===== config.mk =====
export PLATFORM = sky130hd
export DESIGN_NAME = imu_frame_parser_flat
export DESIGN_NICKNAME = d
export VERILOG_FILES = /design/src/design/ifp_pkg.sv /design/src/design/ifp_rx_if.sv /design/src/design/ifp_frame_if.sv /design/src/design/ifp_window.sv /design/src/design/ifp_check.sv /design/src/design/ifp_out_reg.sv /design/src/design/imu_frame_parser.sv /design/src/flat_wrapper.sv
export SDC_FILE = /design/constraint.sdc
export NUM_CORES = 1
export LEC_CHECK = 0
export BUFFER_PORTS_ARGS = -buffer_cell sky130_fd_sc_hd__buf_4
export CAP_MARGIN = 5
export CORE_MARGIN = 3
export CORE_UTILIZATION = 59
export DETAILED_ROUTE_END_ITERATION = 8
export PLACE_DENSITY = 0.8
export SETUP_SLACK_MARGIN = 0.2
export SYNTH_ARGS = -nofsm -noshare
export SYNTH_HDL_FRONTEND = slang
export SYNTH_SLANG_ARGS = --single-unit

===== constraint.sdc =====
create_clock -name clk -period 6 [get_ports clk]
set_input_delay 0.6 -clock clk [delete_from_list [all_inputs] [get_ports clk]]
set_output_delay 0.6 -clock clk [all_outputs]
set_load 0.03 [all_outputs]

===== src/design/ifp_pkg.sv =====
`timescale 1ns / 1ps
// ----------------------------------------------------------------------------
// ifp_pkg - shared types and constants for the IMU frame parser
// Frame layout constants, the packet kind encoding, the result word and the
// decode function used by the frame check.
// ----------------------------------------------------------------------------
package ifp_pkg;

	// Frame layout
	localparam int FRAME_LEN = 11;
	localparam int HOLD_LEN  = FRAME_LEN - 1;
	localparam int FILL_W    = $clog2(FRAME_LEN);

	localparam logic [7:0] SYNC_BYTE = 8'h55;
	localparam logic [7:0] TYPE_MASK = 8'h50;

	localparam logic [7:0] TYPE_ACCEL  = 8'h51;
	localparam logic [7:0] TYPE_RATE   = 8'h52;
	localparam logic [7:0] TYPE_ANGLE  = 8'h53;
	localparam logic [7:0] TYPE_MAGNET = 8'h54;
	localparam logic [7:0] TYPE_QUAT   = 8'h59;

	// Frame status codes
	localparam logic STATUS_OK     = 1'b0;
	localparam logic STATUS_REJECT = 1'b1;

	typedef enum logic [2:0] {
		KIND_ACCEL  = 3'd0,
		KIND_RATE   = 3'd1,
		KIND_ANGLE  = 3'd2,
		KIND_MAGNET = 3'd3,
		KIND_QUAT   = 3'd4,
		KIND_OTHER  = 3'd5
	} packet_kind_t;

	// Ten held bytes, entry 0 is the oldest
	typedef logic [HOLD_LEN-1:0][7:0] byte_win_t;

	// Status of the input stage towards the output register
	typedef struct packed {
		logic valid;  // a byte waits in the input register
		logic full;   // this byte completes an eleven byte window
	} win_stat_t;

	// One result word
	typedef struct packed {
		logic               frame_status;
		logic [7:0]         type_code;
		packet_kind_t       packet_kind;
		logic signed [15:0] word_a;
		logic signed [15:0] word_b;
		logic signed [15:0] word_c;
		logic signed [15:0] word_d;
	} frame_res_t;

	function automatic packet_kind_t kind_of(input logic [7:0] t);
		packet_kind_t k;
		case (t)
			TYPE_ACCEL:  k = KIND_ACCEL;
			TYPE_RATE:   k = KIND_RATE;
			TYPE_ANGLE:  k = KIND_ANGLE;
			TYPE_MAGNET: k = KIND_MAGNET;
			TYPE_QUAT:   k = KIND_QUAT;
			default:     k = KIND_OTHER;
		endcase
		return k;
	endfunction

endpackage


===== src/design/ifp_rx_if.sv =====
`timescale 1ns / 1ps
// ----------------------------------------------------------------------------
// ifp_rx_if - received byte channel
// Valid/ready channel carrying one serial byte per word.
// ----------------------------------------------------------------------------
interface ifp_rx_if;
	logic       valid;
	logic       ready;
	logic [7:0] rx_byte;

	modport source (output valid, output rx_byte, input ready);
	modport sink   (input valid, input rx_byte, output ready);
endinterface


===== src/design/ifp_frame_if.sv =====
`timescale 1ns / 1ps
// ----------------------------------------------------------------------------
// ifp_frame_if - frame result channel
// Valid/ready channel carrying one frame verdict and its decoded fields.
// ----------------------------------------------------------------------------
interface ifp_frame_if;
	logic               valid;
	logic               ready;
	logic               frame_status;
	logic [7:0]         type_code;
	logic [2:0]         packet_kind;
	logic signed [15:0] word_a;
	logic signed [15:0] word_b;
	logic signed [15:0] word_c;
	logic signed [15:0] word_d;

	modport source (output valid, output frame_status, output type_code,
		output packet_kind, output word_a, output word_b, output word_c,
		output word_d, input ready);
	modport sink (input valid, input frame_status, input type_code,
		input packet_kind, input word_a, input word_b, input word_c,
		input word_d, output ready);
endinterface


===== src/design/ifp_window.sv =====
`timescale 1ns / 1ps
// ----------------------------------------------------------------------------
// ifp_window - input register and byte window
// Registers each received byte, then appends it to the ten byte window. A byte
// that completes a window is retired only when the output register can take
// the verdict; on a pass the window empties, on a reject it slides by one.
// ----------------------------------------------------------------------------
module ifp_window (
	input  logic                clk,
	input  logic                arst_n,
	ifp_rx_if.sink              rx,
	input  logic                res_room,
	input  logic                pass,
	output ifp_pkg::win_stat_t  stat,
	output ifp_pkg::byte_win_t  win,
	output logic [7:0]          last_byte
);
	import ifp_pkg::*;

	logic              valid_s1;
	logic [7:0]        byte_s1;
	logic [FILL_W-1:0] fill_q;
	byte_win_t         win_q;
	logic              full;
	logic              fire;

	// A byte completing the window needs room downstream
	assign full = (fill_q == FILL_W'(HOLD_LEN));
	assign fire = valid_s1 && (!full || res_room);

	assign rx.ready  = !valid_s1 || fire;
	assign stat      = '{valid: valid_s1, full: full};
	assign win       = win_q;
	assign last_byte = byte_s1;

	// Input register
	always_ff @(posedge clk or negedge arst_n) begin
		if (!arst_n) begin
			valid_s1 <= 1'b0;
		end else if (rx.valid && rx.ready) begin
			valid_s1 <= 1'b1;
		end else if (fire) begin
			valid_s1 <= 1'b0;
		end
	end

	always_ff @(posedge clk) begin
		if (rx.valid && rx.ready) begin
			byte_s1 <= rx.rx_byte;
		end
	end

	// Fill count: advance while filling, clear on a pass, hold on a reject
	always_ff @(posedge clk or negedge arst_n) begin
		if (!arst_n) begin
			fill_q <= '0;
		end else if (fire) begin
			if (!full) begin
				fill_q <= fill_q + FILL_W'(1);
			end else if (pass) begin
				fill_q <= '0;
			end
		end
	end

	// Window bytes: append while filling, slide and append on a reject
	always_ff @(posedge clk) begin
		if (fire) begin
			if (!full) begin
				for (int i = 0; i < HOLD_LEN; i++) begin
					if (fill_q == FILL_W'(i)) begin
						win_q[i] <= byte_s1;
					end
				end
			end else if (!pass) begin
				for (int i = 0; i < HOLD_LEN - 1; i++) begin
					win_q[i] <= win_q[i+1];
				end
				win_q[HOLD_LEN-1] <= byte_s1;
			end
		end
	end

endmodule


===== src/design/ifp_check.sv =====
`timescale 1ns / 1ps
// ----------------------------------------------------------------------------
// ifp_check - frame check and decode
// Checks the sync byte, the type bits and the checksum of the ten held bytes
// plus the completing byte, and builds the result word.
// ----------------------------------------------------------------------------
module ifp_check (
	input  ifp_pkg::byte_win_t  win,
	input  logic [7:0]          last_byte,
	output logic                pass,
	output ifp_pkg::frame_res_t res
);
	import ifp_pkg::*;

	logic [4:0][7:0] pair_sum;
	logic [7:0]      sum;

	// Sum bytes zero to nine modulo 256 as a shallow tree
	always_comb begin
		for (int i = 0; i < 5; i++) begin
			pair_sum[i] = win[2*i] + win[2*i+1];
		end
		sum = (pair_sum[0] + pair_sum[1]) + (pair_sum[2] + pair_sum[3]) + pair_sum[4];
	end

	assign pass = (win[0] == SYNC_BYTE) &&
		((win[1] & TYPE_MASK) == TYPE_MASK) &&
		(sum == last_byte);

	// Build the verdict; a reject reports only the type byte
	always_comb begin
		res.type_code = win[1];
		if (pass) begin
			res.frame_status = STATUS_OK;
			res.packet_kind  = kind_of(win[1]);
			res.word_a       = signed'({win[3], win[2]});
			res.word_b       = signed'({win[5], win[4]});
			res.word_c       = signed'({win[7], win[6]});
			res.word_d       = signed'({win[9], win[8]});
		end else begin
			res.frame_status = STATUS_REJECT;
			res.packet_kind  = KIND_OTHER;
			res.word_a       = '0;
			res.word_b       = '0;
			res.word_c       = '0;
			res.word_d       = '0;
		end
	end

endmodule


===== src/design/ifp_out_reg.sv =====
`timescale 1ns / 1ps
// ----------------------------------------------------------------------------
// ifp_out_reg - result register
// Holds one verdict until the sink takes it and reports room to the window.
// ----------------------------------------------------------------------------
module ifp_out_reg (
	input  logic                clk,
	input  logic                arst_n,
	input  ifp_pkg::win_stat_t  stat,
	input  ifp_pkg::frame_res_t res,
	output logic                res_room,
	ifp_frame_if.source         frame
);
	import ifp_pkg::*;

	logic       valid_q;
	frame_res_t res_q;
	logic       load;

	assign res_room = !valid_q || frame.ready;
	assign load     = stat.valid && stat.full && res_room;

	// Valid flag: set on a load, drop once taken
	always_ff @(posedge clk or negedge arst_n) begin
		if (!arst_n) begin
			valid_q <= 1'b0;
		end else if (load) begin
			valid_q <= 1'b1;
		end else if (frame.ready) begin
			valid_q <= 1'b0;
		end
	end

	always_ff @(posedge clk) begin
		if (load) begin
			res_q <= res;
		end
	end

	assign frame.valid        = valid_q;
	assign frame.frame_status = res_q.frame_status;
	assign frame.type_code    = res_q.type_code;
	assign frame.packet_kind  = res_q.packet_kind;
	assign frame.word_a       = res_q.word_a;
	assign frame.word_b       = res_q.word_b;
	assign frame.word_c       = res_q.word_c;
	assign frame.word_d       = res_q.word_d;

endmodule


===== src/design/imu_frame_parser.sv =====
`timescale 1ns / 1ps
// ----------------------------------------------------------------------------
// imu_frame_parser - byte-serial parser for eleven byte IMU frames
// Takes one serial byte per word on rx and keeps a window of up to eleven
// bytes. Each byte that completes a window yields one word on frame: a pass
// (sync 0x55, type bits 0x50 set, checksum of bytes zero to nine in byte ten)
// reports the type, its kind and four signed little-endian words and empties
// the window; a reject reports status 1 with the type byte and drops the
// oldest byte. A byte is taken every cycle unless rx is stalled: it waits in
// the input register, where the window check runs, and a verdict is then
// loaded into the result register and offered on frame until the sink takes
// it. Only a full result register that the sink does not empty stalls rx.
// ----------------------------------------------------------------------------
module imu_frame_parser (
	input  logic        clk,
	input  logic        arst_n,
	ifp_rx_if.sink      rx,
	ifp_frame_if.source frame
);
	import ifp_pkg::*;

	win_stat_t  stat;
	byte_win_t  win;
	logic [7:0] last_byte;
	logic       pass;
	logic       res_room;
	frame_res_t res;

	ifp_window u_window (
		.clk       (clk),
		.arst_n    (arst_n),
		.rx        (rx),
		.res_room  (res_room),
		.pass      (pass),
		.stat      (stat),
		.win       (win),
		.last_byte (last_byte)
	);

	ifp_check u_check (
		.win       (win),
		.last_byte (last_byte),
		.pass      (pass),
		.res       (res)
	);

	ifp_out_reg u_out_reg (
		.clk      (clk),
		.arst_n   (arst_n),
		.stat     (stat),
		.res      (res),
		.res_room (res_room),
		.frame    (frame)
	);

endmodule


===== src/flat_wrapper.sv =====
// flat-port wrapper written by rule: the top's interface ports become plain ports
module imu_frame_parser_flat import ifp_pkg::*;
  (clk, arst_n, rx_valid, rx_rx_byte, rx_ready, frame_valid, frame_frame_status, frame_type_code, frame_packet_kind, frame_word_a, frame_word_b, frame_word_c, frame_word_d, frame_ready);
  ifp_rx_if rx_i ();
  ifp_frame_if frame_i ();
  input  logic clk;
  input  logic arst_n;
  input wire logic [$bits(rx_i.valid)-1:0] rx_valid;
  input wire logic [$bits(rx_i.rx_byte)-1:0] rx_rx_byte;
  output wire logic [$bits(rx_i.ready)-1:0] rx_ready;
  output wire logic [$bits(frame_i.valid)-1:0] frame_valid;
  output wire logic [$bits(frame_i.frame_status)-1:0] frame_frame_status;
  output wire logic [$bits(frame_i.type_code)-1:0] frame_type_code;
  output wire logic [$bits(frame_i.packet_kind)-1:0] frame_packet_kind;
  output wire logic [$bits(frame_i.word_a)-1:0] frame_word_a;
  output wire logic [$bits(frame_i.word_b)-1:0] frame_word_b;
  output wire logic [$bits(frame_i.word_c)-1:0] frame_word_c;
  output wire logic [$bits(frame_i.word_d)-1:0] frame_word_d;
  input wire logic [$bits(frame_i.ready)-1:0] frame_ready;
  assign rx_i.valid = rx_valid;
  assign rx_i.rx_byte = rx_rx_byte;
  assign rx_ready = rx_i.ready;
  assign frame_valid = frame_i.valid;
  assign frame_frame_status = frame_i.frame_status;
  assign frame_type_code = frame_i.type_code;
  assign frame_packet_kind = frame_i.packet_kind;
  assign frame_word_a = frame_i.word_a;
  assign frame_word_b = frame_i.word_b;
  assign frame_word_c = frame_i.word_c;
  assign frame_word_d = frame_i.word_d;
  assign frame_i.ready = frame_ready;
  imu_frame_parser u_core (.clk(clk), .arst_n(arst_n), .rx(rx_i), .frame(frame_i));
endmodule

==> key figures <==
Floorplan
  • I/O pins: 90
  • Row cnt: 42
  • Initial Util: 0.612
  • Die Width: 124 um
  • Core area: 0.0134 mm2
  • Die area: 0.0153 mm2
  • Die height: 124 um

Global routing
  • Grt total ovfl: 0
  • GR Util All Layers: 0.246
  • Largest net degree at the start of global routing: 71
  • Global-route wire length before repair: 26900 um
  • Initial antenna violation count: 0
  • Vias in the first global route: 4954

Critical path
  • CP endpoint kind: flop
  • Critical Path Max Stage Delay: 540 ps
  • CP Cell Sequence: fa_1, inv_1, fa_1, fa_1, fa_1, inv_1, fa_1, inv_1, fa_1, nand2b_1, a21oi_1, xnor2_1, nor4_1, nand4_1, buf_4, o21ai_0, a211oi_1, buf_4
  • Worst Path Buf+Inv: 5
  • Worst Path Arrival: 5840 ps
  • Worst path top cell family by delay: adder cells
  • Required time worst endpoint: 6190 ps
  • Slowest-stage cell, CP: fa_1
  • Most Frequent Cell on Critical Path: fa_1
  • CP Class: flop to flop
  • Crit-path max FO: 8
  • Startpoint Class: flop

Drt
  • Final wirelength: 17500 um
  • Via count: 5008
  • DR vias/cell: 5.50
  • DR iter-0 viols: 462
  • # DRC: 0
  • DR pass1 iterations: 7
  • Drt wl/cell: 19.2 um
  • ANT nets after route: 0

Cells and area
  • Commonest non-fill, non-tap cell in the layout: edfxtp_1
  • Final cell count without fillers: 910
  • Most frequent cells in the layout: edfxtp_1, nand2_1, buf_4, and2_1, inv_1
  • Reg area: 0.00507 mm2
  • Layout area overhead: 18.5%
  • Area occupied by multi-input gates: 0.00282 mm2
  • Antenna diode count: 0
  • Filler cells: 846
  • Nets@finish: 794
  • Layout cells sized above 1: 0.199

Clock tree
  • Htree depth: 4
  • CTS clock-pin slew for the worst setup and hold paths: 70 ps
  • Clock Root Buffer: clkbuf_16
  • CTS Sinks: 170
  • CTS tree: done
  • Latest clock arrival within the worst-skew pair: 430 ps
  • CTS Buf Count: 17
  • Clock buffer depth: 2

STA
  • TNS Setup: 0 ps
  • Worst slew pin tran: 901 ps
  • Max Clock Skew: 11.5 ps
  • Final min period: 5660 ps
  • Setup violations, final: 0
  • Worst setup margin: 344 ps
  • Final Max Slew Viols: 0
  • Max-Slew Margin vs Limit: 0.398
  • Fin. Hold Viols: 0
  • F_max: 177 MHz
  • Unrepaired setup endpoints after global routing: yes
  • Period utilisation layout: 0.943

Logic synthesis
  • Ys async rst share: 0.0353
  • Synth Cell Area: 0.00820 mm2
  • EDFF count, synth: 164
  • Main synth FF type: edfxtp_1
  • Seq/Total Area, Yosys: 0.619
  • Syn Area/Cell: 13.3 um2
  • Syn nets: 689
  • Synthesized instance count: 616
  • Seq cells post-synth: 170
  • Synth unique cells: 37
  • Yosys warning count: 0

Status
  • Status: completed

Placed design
  • Placed Cells: 873
  • Post-DP HPWL: 12400 um
  • Pre-CTS setup slack: 146 ps
  • # port buffers: 89
  • Global placement routability congestion: 0.944

Job
  • # Max-Cap Violations: 0

Hold path
  • Type of the most critical hold path: input pin to flop
[synth_stat cells (2+ instances only)]
| master | instances | share of area |
|---|---|---|
| nand4_1 | 3 | 0.0023 |
| ha_1 | 11 | 0.017 |
| xor2_1 | 6 | 0.0064 |
| xnor2_1 | 24 | 0.026 |
| o22ai_1 | 7 | 0.0053 |
| nand2b_1 | 6 | 0.0046 |
| a21oi_1 | 5 | 0.0031 |
| dfrtp_1 | 6 | 0.018 |
| o21ai_0 | 7 | 0.0043 |
| edfxtp_1 | 164 | 0.60 |
| nand2_1 | 156 | 0.071 |
| a211oi_1 | 4 | 0.0037 |
| nor2b_1 | 2 | 0.0015 |
| and2_1 | 65 | 0.050 |
| inv_1 | 53 | 0.024 |
| buf_6 | 7 | 0.0096 |
| nor3_1 | 3 | 0.0018 |
| nand3_1 | 4 | 0.0024 |
| clkbuf_1 | 11 | 0.0050 |
| or2_2 | 2 | 0.0015 |
| nor2_1 | 5 | 0.0023 |
| fa_1 | 50 | 0.12 |
[layer usage]
layer / wire length (um) / vias up / track usage
met1: 6760 / 2410 / 0.329
met5: 0 / - / 0
li1: - / 2255 / -
met4: 560 / 0 / 0.110
met3: 1650 / 40 / 0.0686
met2: 8500 / 303 / 0.380
[cell type report]
type                    instances  share of cell area
clock buffers                  19              0.0456
multi-input cells             374               0.291
inverters                      53              0.0205
flip-flops and latches        170               0.522
repair buffers                105              0.0831
well taps                     176              0.0227
clock inverters                13              0.0151
[final timing paths]
check,start,end,slack [ps],cells past startpoint
setup / recovery,u_core.u_window.win[10],u_core.u_window.win[64],340,18
hold / removal,rx_rx_byte[7],u_core.u_window.last_byte[7],340,1
setup reg to reg,u_core.u_window.win[10],u_core.u_window.win[64],340,18
hold reg to reg,u_core.u_window.last_byte[4],u_core.u_window.win[76],510,0
max in group asynchronous,arst_n,u_core.u_out_reg.frame.valid,5380,2
min in group asynchronous,arst_n,u_core.u_window.fill_q[2],500,2
[sequential cells by signal, indices dropped and copies added, names as in the netlist]
name	flops
u_core.u_window.last_byte	8
u_core.u_out_reg.frame.type_code	8
u_core.u_out_reg.frame.valid	1
u_core.u_out_reg.frame.word_b	16
u_core.u_out_reg.frame.word_d	16
u_core.u_out_reg.frame.word_a	16
u_core.u_window.win	80
u_core.u_out_reg.frame.word_c	16
u_core.u_window.fill_q	4
u_core.u_out_reg.frame.packet_kind	3
u_core.u_window.valid_s1	1
u_core.u_out_reg.frame.frame_status	1
[kinds of logic after synthesis]
logic type | Yosys count | share of synthesized area
DFF | 170 | 0.619
and+or+nand+nor | 254 | 0.146
adders and majority gates | 61 | 0.139
xor gates and xnor gates | 32 | 0.0368
AOI/OAI and AO/OA | 26 | 0.0191
buffers and inverters | 72 | 0.0394
muxes | 1 | 0.00122
[what timing repair did]
action,4_1_cts,5_1_grt
endpoints found under the setup margin,47,141
hold buffers,1,0
pin swaps,0,2
endpoints found under the hold margin,6,0
resized for setup,1,3
buffers inserted,0,4
[per-stage QoR]
stage / hold slack (ps) / util / area (um2)
2_1_floorplan: 304 / - / 8200
3_3_place_gp: 408 / 0.676 / 9050
3_5_place_dp: 413 / 0.676 / 9050
4_1_cts: 327 / 0.721 / 9660
5_1_grt: 326 / 0.725 / 9710
6_report: 342 / 0.725 / 9710
[worst register-to-register path, stage by stage, from the launching register on]
cell	delay [ps]
edfxtp_1	530
fa_1	540
inv_1	50
fa_1	520
fa_1	440
fa_1	500
inv_1	60
fa_1	510
inv_1	60
fa_1	400
nand2b_1	160
a21oi_1	200
xnor2_1	120
nor4_1	320
nand4_1	130
buf_4	180
o21ai_0	340
a211oi_1	150
buf_4	200
Power is not shown: default switching activity piles up to over one toggle a cycle in this logic, so the estimate is an artifact.
